`src/sdtq_pkg.sv`:
```
`timescale 1ns / 1ps
`default_nettype none

package sdtq_pkg;

	// Results emitted per tick request at most
	localparam int unsigned MAX_OUT = 16;

	typedef enum logic [2:0] {
		ST_IDLE,
		ST_INSERT,
		ST_TICK_CHECK,
		ST_TICK_READ,
		ST_EMIT
	} state_t;

	// One stored timer
	typedef struct packed {
		logic [31:0] deadline;
		logic [7:0]  id;
	} entry_t;

	// Ticks left until a deadline, saturated to 16 bits, zero when overdue or empty
	function automatic logic [15:0] front_wait(input logic [31:0] deadline,
		input logic [31:0] now, input logic nonempty);
		logic [31:0] gap;
		gap = deadline - now;
		if (!nonempty || gap[31])
			return 16'd0;
		if (gap[31:16] != 16'd0)
			return 16'hFFFF;
		return gap[15:0];
	endfunction

endpackage

`default_nettype wire

```
`src/sorted_deadline_timer_queue.sv`:
```
// Schedule request: a zero delay or a full queue is answered from ST_EMIT with no insert;
//   an insert moves back by one slot each of the k entries behind the new timer (k up to QUEUE_DEPTH - 1).
// Tick request: each expired timer goes through ST_TICK_CHECK and ST_TICK_READ, and a burst closes in
//   ST_EMIT; ST_TICK_READ takes the registered memory read that refreshes the queue front.
// One request is handled at a time; the output register lets the next one be taken.
// Reset (arst_n low) empties the queue and clears the time counter; memory is not cleared.
`timescale 1ns / 1ps
`default_nettype none

module sorted_deadline_timer_queue #(
	parameter int unsigned QUEUE_DEPTH = 16
) (
	input  wire logic        clk,
	input  wire logic        arst_n,
	input  wire logic        in_valid,
	output logic             in_ready,
	input  wire logic        kind,
	input  wire logic [15:0] delay_ticks,
	input  wire logic [7:0]  callback_id,
	output logic             out_valid,
	input  wire logic        out_ready,
	output logic             fired,
	output logic [7:0]       fired_id,
	output logic [15:0]      wait_left,
	output logic             full_error,
	output logic             last
);

	localparam int unsigned AW = (QUEUE_DEPTH > 1) ? $clog2(QUEUE_DEPTH) : 1;
	localparam int unsigned CW = $clog2(QUEUE_DEPTH + 1);
	localparam int unsigned NW = $clog2(sdtq_pkg::MAX_OUT + 1);

	// Entry memory, circular with head_q at logical slot 0
	sdtq_pkg::entry_t entry_mem_q [QUEUE_DEPTH];

	sdtq_pkg::state_t state_q, state_d;

	logic [31:0]   now_q;
	logic [CW-1:0] count_q;
	logic [AW-1:0] head_q;
	logic [CW-1:0] idx_q;
	logic [NW-1:0] n_q;
	logic          pend_v_q;
	logic          out_valid_q;

	logic [15:0]   req_delay_q;
	logic [7:0]    req_id_q;
	logic [31:0]   front_dl_q;
	logic [7:0]    front_id_q;
	sdtq_pkg::entry_t rd_q;

	logic          pend_fired_q;
	logic [7:0]    pend_id_q;
	logic [15:0]   pend_wait_q;
	logic          pend_err_q;

	logic          fired_q;
	logic [7:0]    fired_id_q;
	logic [15:0]   wait_left_q;
	logic          full_error_q;
	logic          last_q;

	// Control strobes
	logic          accept;
	logic          slot_free;
	logic          rd_en;
	logic [AW-1:0] rd_addr;
	logic          wr_en;
	logic [AW-1:0] wr_addr;
	sdtq_pkg::entry_t wr_data;
	logic          ins_done;
	logic          pop;
	logic          load_out;

	// Decision terms
	logic [31:0]   new_dl;
	logic [31:0]   rd_dist;
	logic          shift_more;
	logic [31:0]   front_dist;
	logic          more;
	logic          full;

	// Logical slot to physical address
	function automatic logic [AW-1:0] phys(input logic [AW-1:0] head, input logic [CW-1:0] k);
		logic [AW:0] s;
		s = {1'b0, head} + (AW + 1)'(k);
		if (s >= (AW + 1)'(QUEUE_DEPTH))
			s = s - (AW + 1)'(QUEUE_DEPTH);
		return s[AW-1:0];
	endfunction

	assign accept    = in_valid && in_ready;
	assign slot_free = !out_valid_q || out_ready;
	assign full      = count_q >= CW'(QUEUE_DEPTH);
	assign new_dl    = now_q + {16'd0, req_delay_q};

	// Insert scan: the entry just read moves back when it is due after the new timer
	assign rd_dist    = rd_q.deadline - now_q;
	assign shift_more = (idx_q != '0) && !rd_dist[31] && (rd_dist > {16'd0, req_delay_q});

	// Expiry check on the cached front entry
	assign front_dist = front_dl_q - now_q;
	assign more       = (count_q != '0) && (n_q < NW'(sdtq_pkg::MAX_OUT))
		&& ((front_dist == 32'd0) || front_dist[31]);

	// Next state
	always_comb begin
		state_d = state_q;
		unique case (state_q)
			sdtq_pkg::ST_IDLE: begin
				if (accept) begin
					if (kind)
						state_d = sdtq_pkg::ST_TICK_CHECK;
					else if ((delay_ticks == 16'd0) || full)
						state_d = sdtq_pkg::ST_EMIT;
					else
						state_d = sdtq_pkg::ST_INSERT;
				end
			end
			sdtq_pkg::ST_INSERT: begin
				if (!shift_more)
					state_d = sdtq_pkg::ST_EMIT;
			end
			sdtq_pkg::ST_TICK_CHECK: begin
				if (more) begin
					if (!pend_v_q || slot_free)
						state_d = sdtq_pkg::ST_TICK_READ;
				end else if (pend_v_q) begin
					state_d = sdtq_pkg::ST_EMIT;
				end else begin
					state_d = sdtq_pkg::ST_IDLE;
				end
			end
			sdtq_pkg::ST_TICK_READ: begin
				state_d = sdtq_pkg::ST_TICK_CHECK;
			end
			sdtq_pkg::ST_EMIT: begin
				if (slot_free)
					state_d = sdtq_pkg::ST_IDLE;
			end
			default: state_d = sdtq_pkg::ST_IDLE;
		endcase
	end

	// State outputs
	always_comb begin
		in_ready = 1'b0;
		rd_en    = 1'b0;
		rd_addr  = '0;
		wr_en    = 1'b0;
		wr_addr  = phys(head_q, idx_q);
		wr_data  = rd_q;
		ins_done = 1'b0;
		pop      = 1'b0;
		load_out = 1'b0;
		unique case (state_q)
			sdtq_pkg::ST_IDLE: begin
				in_ready = 1'b1;
				rd_en    = accept && !kind && (delay_ticks != 16'd0) && !full
					&& (count_q != '0);
				rd_addr  = phys(head_q, count_q - CW'(1));
			end
			sdtq_pkg::ST_INSERT: begin
				wr_en = 1'b1;
				if (shift_more) begin
					rd_en   = idx_q >= CW'(2);
					rd_addr = phys(head_q, idx_q - CW'(2));
				end else begin
					wr_data.deadline = new_dl;
					wr_data.id       = req_id_q;
					ins_done         = 1'b1;
				end
			end
			sdtq_pkg::ST_TICK_CHECK: begin
				if (more && (!pend_v_q || slot_free)) begin
					pop      = 1'b1;
					load_out = pend_v_q;
					rd_en    = count_q > CW'(1);
					rd_addr  = phys(head_q, CW'(1));
				end
			end
			sdtq_pkg::ST_TICK_READ: begin
			end
			sdtq_pkg::ST_EMIT: begin
				load_out = slot_free;
			end
			default: begin
			end
		endcase
	end

	// Entry memory: one write port, one registered read port
	always_ff @(posedge clk) begin
		if (wr_en)
			entry_mem_q[wr_addr] <= wr_data;
		if (rd_en)
			rd_q <= entry_mem_q[rd_addr];
	end

	// Control state
	always_ff @(posedge clk or negedge arst_n) begin
		if (!arst_n) begin
			state_q     <= sdtq_pkg::ST_IDLE;
			now_q       <= '0;
			count_q     <= '0;
			head_q      <= '0;
			idx_q       <= '0;
			n_q         <= '0;
			pend_v_q    <= 1'b0;
			out_valid_q <= 1'b0;
		end else begin
			state_q <= state_d;
			if (accept) begin
				idx_q <= count_q;
				if (kind) begin
					now_q    <= now_q + 32'd1;
					n_q      <= '0;
					pend_v_q <= 1'b0;
				end
			end
			if ((state_q == sdtq_pkg::ST_INSERT) && shift_more)
				idx_q <= idx_q - CW'(1);
			if (ins_done)
				count_q <= count_q + CW'(1);
			if (pop) begin
				head_q   <= phys(head_q, CW'(1));
				count_q  <= count_q - CW'(1);
				n_q      <= n_q + NW'(1);
				pend_v_q <= 1'b1;
			end
			if (load_out)
				out_valid_q <= 1'b1;
			else if (out_ready)
				out_valid_q <= 1'b0;
		end
	end

	// Request, front cache, pending result and output payload
	always_ff @(posedge clk) begin
		if (accept && !kind) begin
			req_delay_q <= delay_ticks;
			req_id_q    <= callback_id;
			if (delay_ticks == 16'd0) begin
				pend_fired_q <= 1'b1;
				pend_id_q    <= callback_id;
				pend_wait_q  <= 16'd0;
				pend_err_q   <= 1'b0;
			end else if (full) begin
				pend_fired_q <= 1'b0;
				pend_id_q    <= 8'd0;
				pend_wait_q  <= sdtq_pkg::front_wait(front_dl_q, now_q, count_q != '0);
				pend_err_q   <= 1'b1;
			end
		end
		if (ins_done) begin
			pend_fired_q <= 1'b0;
			pend_id_q    <= 8'd0;
			pend_err_q   <= 1'b0;
			if (idx_q == '0) begin
				front_dl_q  <= new_dl;
				front_id_q  <= req_id_q;
				pend_wait_q <= sdtq_pkg::front_wait(new_dl, now_q, 1'b1);
			end else begin
				pend_wait_q <= sdtq_pkg::front_wait(front_dl_q, now_q, 1'b1);
			end
		end
		if (pop) begin
			pend_fired_q <= 1'b1;
			pend_id_q    <= front_id_q;
			pend_wait_q  <= 16'd0;
			pend_err_q   <= 1'b0;
		end
		if (state_q == sdtq_pkg::ST_TICK_READ) begin
			front_dl_q <= rd_q.deadline;
			front_id_q <= rd_q.id;
		end
		if (load_out) begin
			fired_q      <= pend_fired_q;
			fired_id_q   <= pend_id_q;
			wait_left_q  <= pend_wait_q;
			full_error_q <= pend_err_q;
			last_q       <= (state_q == sdtq_pkg::ST_EMIT);
		end
	end

	assign out_valid  = out_valid_q;
	assign fired      = fired_q;
	assign fired_id   = fired_id_q;
	assign wait_left  = wait_left_q;
	assign full_error = full_error_q;
	assign last       = last_q;

endmodule

`default_nettype wire

```
`config.mk`:
```
export PLATFORM = sky130hd
export DESIGN_NAME = sorted_deadline_timer_queue
export DESIGN_NICKNAME = d
export VERILOG_FILES = /design/src/sdtq_pkg.sv /design/src/sorted_deadline_timer_queue.sv
export SDC_FILE = /design/constraint.sdc
export NUM_CORES = 1
export LEC_CHECK = 0
export BUFFER_PORTS_ARGS = -buffer_cell sky130_fd_sc_hd__buf_4
export CORE_MARGIN = 4
export CORE_UTILIZATION = 43
export DETAILED_ROUTE_END_ITERATION = 10
export PLACE_DENSITY = 0.68
export RECOVER_POWER = 100
export SETUP_SLACK_MARGIN = 0.4
export SLEW_MARGIN = 30
export SYNTH_ARGS = -nofsm -noshare
export SYNTH_HDL_FRONTEND = slang
export SYNTH_SLANG_ARGS = --single-unit
export TNS_END_PERCENT = 30
```
`constraint.sdc`:
```
create_clock -name clk -period 9.3 [get_ports clk]
set_input_delay 2.79 -clock clk [delete_from_list [all_inputs] [get_ports clk]]
set_output_delay 2.79 -clock clk [all_outputs]
set_load 0.01 [all_outputs]
```
==> impl_metrics.json <==
{
  "run_status": "finished, violations left",
  "violations": "max-capacitance violations, max-slew violations",
  "synthToLayoutAreaGrowth_pct": 11.43,
  "cp-start-kind": "flip-flop",
  "grt_pass1_wl_mm": 173.6,
  "antenna_found_initial": 3,
  "cts_max_level": 3,
  "final_area_um2": 46040,
  "intPower_mw": 10.70,
  "async_reset_ff_frac": 0.06565,
  "hold_viol_final": 0,
  "gp_congestion": 0.9537,
  "fin_ws_ns": 1.030,
  "initial_core_util": 0.4343,
  "p_seq_frac": 0.320,
  "drt-total-wl_mm": 118.5,
  "die_x_um": 318.0,
  "multi_input_area_um2": 15280,
  "ant_nets": 0,
  "grt_max_degree": 58,
  "skew_ns": 0.06736,
  "finalMaxSlewViolations": 939,
  "fin_nets": 3389,
  "critical_path_class": "flip-flop to flip-flop",
  "viasPerCell": 6.039,
  "sw_frac_of_total": 0.3992,
  "num_rows": 113,
  "crit_path_frequent_cell": "nand4_1",
  "drc": 0,
  "power_leakage_nw": 16.03,
  "cp_slowest_cell": "clkbuf_1",
  "hold_buffers": 0,
  "ys_types": 90,
  "end_kind": "flip-flop",
  "drive_above_1_share": 0.08584,
  "setup_viol": 0,
  "layout_min_cycle_time_ns": 8.270,
  "drt_iter0_drc": 2973,
  "cts_setup_buffers": 0,
  "tightest_slew_ns": 4.083,
  "ios": 58,
  "cp.arrival_ns": 8.61,
  "port_buffers": 57,
  "seqCellArea_um2": 25150,
  "synth_area_um2": 41320,
  "clock_sinks": 853,
  "r2r_slack_ns": 1.03,
  "syn_avg_cell_area_um2": 13.12,
  "critical_path.max_fanout": 43,
  "dpl_cell_area_um2": 43450,
  "hold_class": "flip-flop to flip-flop",
  "clk_latency_ns": 0.68,
  "max_stage_delay_ns": 1.40,
  "post-route-period-util": 0.8892,
  "final_cells": 4550,
  "synthFlopType": "edfxtp_1",
  "first_pass_iters": 6,
  "pwr-share-comb": 0.481,
  "synth_nets": 3326,
  "maxSlewHeadroom": -1.722,
  "synth_edf_count": 779,
  "fin_setup_tns_ns": 0,
  "grt.overflow.total": 0,
  "coreArea_um2": 95150,
  "root_buffer": "clkbuf_16",
  "rsz0062_at_grt": "no",
  "synth_seq_area_share": 0.6087,
  "pwr_density_cell_nw_per_um2": 386.7,
  "cts_buffer_depth": 3,
  "cp_cell_sequence": "inv_1 -> ha_1 -> nand4_1 -> or2_0 -> a2111oi_2 -> nor2_1 -> o31a_1 -> a211o_1 -> nor4_2 -> nand4_1 -> a21oi_4 -> clkbuf_1 -> a221o_4 -> buf_12 -> mux2i_1 -> o22ai_1 -> or4_1",
  "cts-buffers-inserted": 88,
  "cts_tree": "yes",
  "yosys_warnings": 0,
  "hpwl_mm": 73.95,
  "placed_cells": 4385,
  "grt_pass1_vias": 26510,
  "n_antenna_cell": 0,
  "fp.dieH_um": 318.0,
  "fmax_ghz": 0.1209,
  "grt_usage": 0.2271,
  "cap_violations": 24,
  "post_cts_resized": 0,
  "synth-seq-cells": 853,
  "post_drt_wl_per_cell_um": 26.03,
  "required_ns": 9.64,
  "synthCells": 3150,
  "ir_drop_mv": 0.6106,
  "num_vias": 27480,
  "post-place-ws_ns": 1.596,
  "power_frac_clock": 0.198,
  "p_sw_mw": 7.108,
  "die-area_um2": 101100,
  "fillers": 8207,
  "clk_pin_slew_ns": 0.07
}
metal layers:
layer  GRT usage  vias up  routed length [um]
met5           0        -                   0
met4     0.08612        0                4969
met3     0.03142      224                9012
met2      0.3559     1192               53570
met1      0.3233    13710               50900
li1            -    12350                   -
synthesized netlist by cell type (14+ instances only):
master    instances  share of area
xor2_1           52          0.011
edfxtp_1        779           0.57
mux2i_1         318          0.077
a21o_1           44         0.0080
a211oi_1         28         0.0051
a22oi_1          29         0.0053
dfxtp_1          18         0.0087
nor2_1          162          0.015
nand2_1         169          0.015
mux2_2           72          0.020
a31oi_1          17         0.0026
o21ai_0         101          0.012
o21bai_1         14         0.0025
nand4_1          54         0.0082
and3_1           23         0.0035
inv_1           112          0.010
o21a_1           20         0.0036
clkbuf_1         68         0.0062
or3_1            25         0.0038
dfrtp_1          56          0.034
buf_2            61         0.0074
ha_1            140          0.042
or4_1            42         0.0076
o22ai_1         154          0.023
nor3_1           44         0.0053
xnor2_1          90          0.019
o211ai_1         15         0.0027
a21oi_1         160          0.019
nand3_1          49         0.0059
layout make-up:
cell class | count | area share
Timing Repair Buffer | 119 | 0.01514
Inverter | 113 | 0.009212
Tap cell | 1265 | 0.03438
Clock inverter | 59 | 0.01342
Clock buffer | 103 | 0.04973
Multi-Input combinational cell | 2038 | 0.3318
Sequential cell | 853 | 0.5463
worst max-delay path, delay by kind of cell (launching register included):
| kind | cells | cell delay (ns) |
|---|---|---|
| AO/OA/AOI/OAI | 6 | 2.56 |
| buffers and inverters | 3 | 2.04 |
| AND/OR/NAND/NOR | 6 | 1.80 |
| flip-flops | 1 | 0.64 |
| adder cells (fa/ha/maj) | 1 | 0.49 |
| multiplexers | 1 | 0.28 |
worst paths after layout:
| check | start | to | depth (start not counted) |
|---|---|---|---|
| max in group asynchronous | arst_n | state_q[0] | 2 |
| worst min register to register | pend_id_q[6] | fired_id[6] | 0 |
| worst max register to register | now_q[16] | rd_q[18] | 17 |
| min in group asynchronous | arst_n | now_q[16] | 1 |
| worst max-delay path | now_q[16] | rd_q[18] | 17 |
| worst min-delay path | pend_id_q[6] | fired_id[6] | 0 |
power by group through the flow:
stage                     logic (mW)  registers, mW  clock network (mW)
after detailed placement        8.58           5.75                   0
after global placement          8.47           5.74                   0
after global routing            9.22           5.74                3.76
after CTS                       8.61           5.67                3.59
final                           8.57           5.71                3.53
after floorplan                 6.11           5.60                   0
cells by family (layout without fill, tap and decap cells):
group                    after synthesis  after routing  share of synthesized area
flip-flops                           853            853                     0.6087
AO/OA/AOI/OAI                        710            710                     0.1134
AND/OR/NAND/NOR                      649            649                    0.07876
multiplexers                         390            390                    0.09665
buffers and inverters                259            394                    0.02655
adder cells (fa/ha/maj)              147            147                    0.04578
XOR/XNOR                             142            142                    0.03010
flip-flops by register name, summed over array words and instances (netlist names):
signal	cells
count_q	5
entry_mem_q	640
fired	1
fired_id	8
front_dl_q	32
front_id_q	8
full_error	1
head_q	4
idx_q	5
last	1
n_q	5
now_q	32
out_valid	1
pend_err_q	1
pend_fired_q	1
pend_id_q	8
pend_v_q	1
pend_wait_q	16
rd_q	40
req_delay_q	16
req_id_q	8
state_q	3
wait_left	16
metrics by stage:
stage | power, mW | util | hold slack [ns]
finish | 17.81 | 0.4839 | 0.4215
global route | 18.73 | 0.4839 | 0.4256
CTS | 17.87 | 0.4872 | 0.4188
detailed placement | 14.33 | 0.4566 | 0.4052
global placement | 14.21 | 0.4563 | 0.4077
floorplan | 11.71 | - | 0.4003
cells in the final DEF, fill, tap and decap left out, types with 50 or more instances in the layout:
cell       Yosys  routed
nor2_1       162     145
mux2i_1      318     318
inv_1        112     113
dfrtp_1       56      56
clkbuf_16      0      89
o22ai_1      154     154
ha_1         140     140
xor2_1        52      50
edfxtp_1     779     779
xnor2_1       90      90
clkbuf_1      68      88
o21ai_0      101     100
nand4_1       54      54
nand2_1      169     169
a21oi_1      160     160
Note: power is estimated with default switching activity, not from simulation.
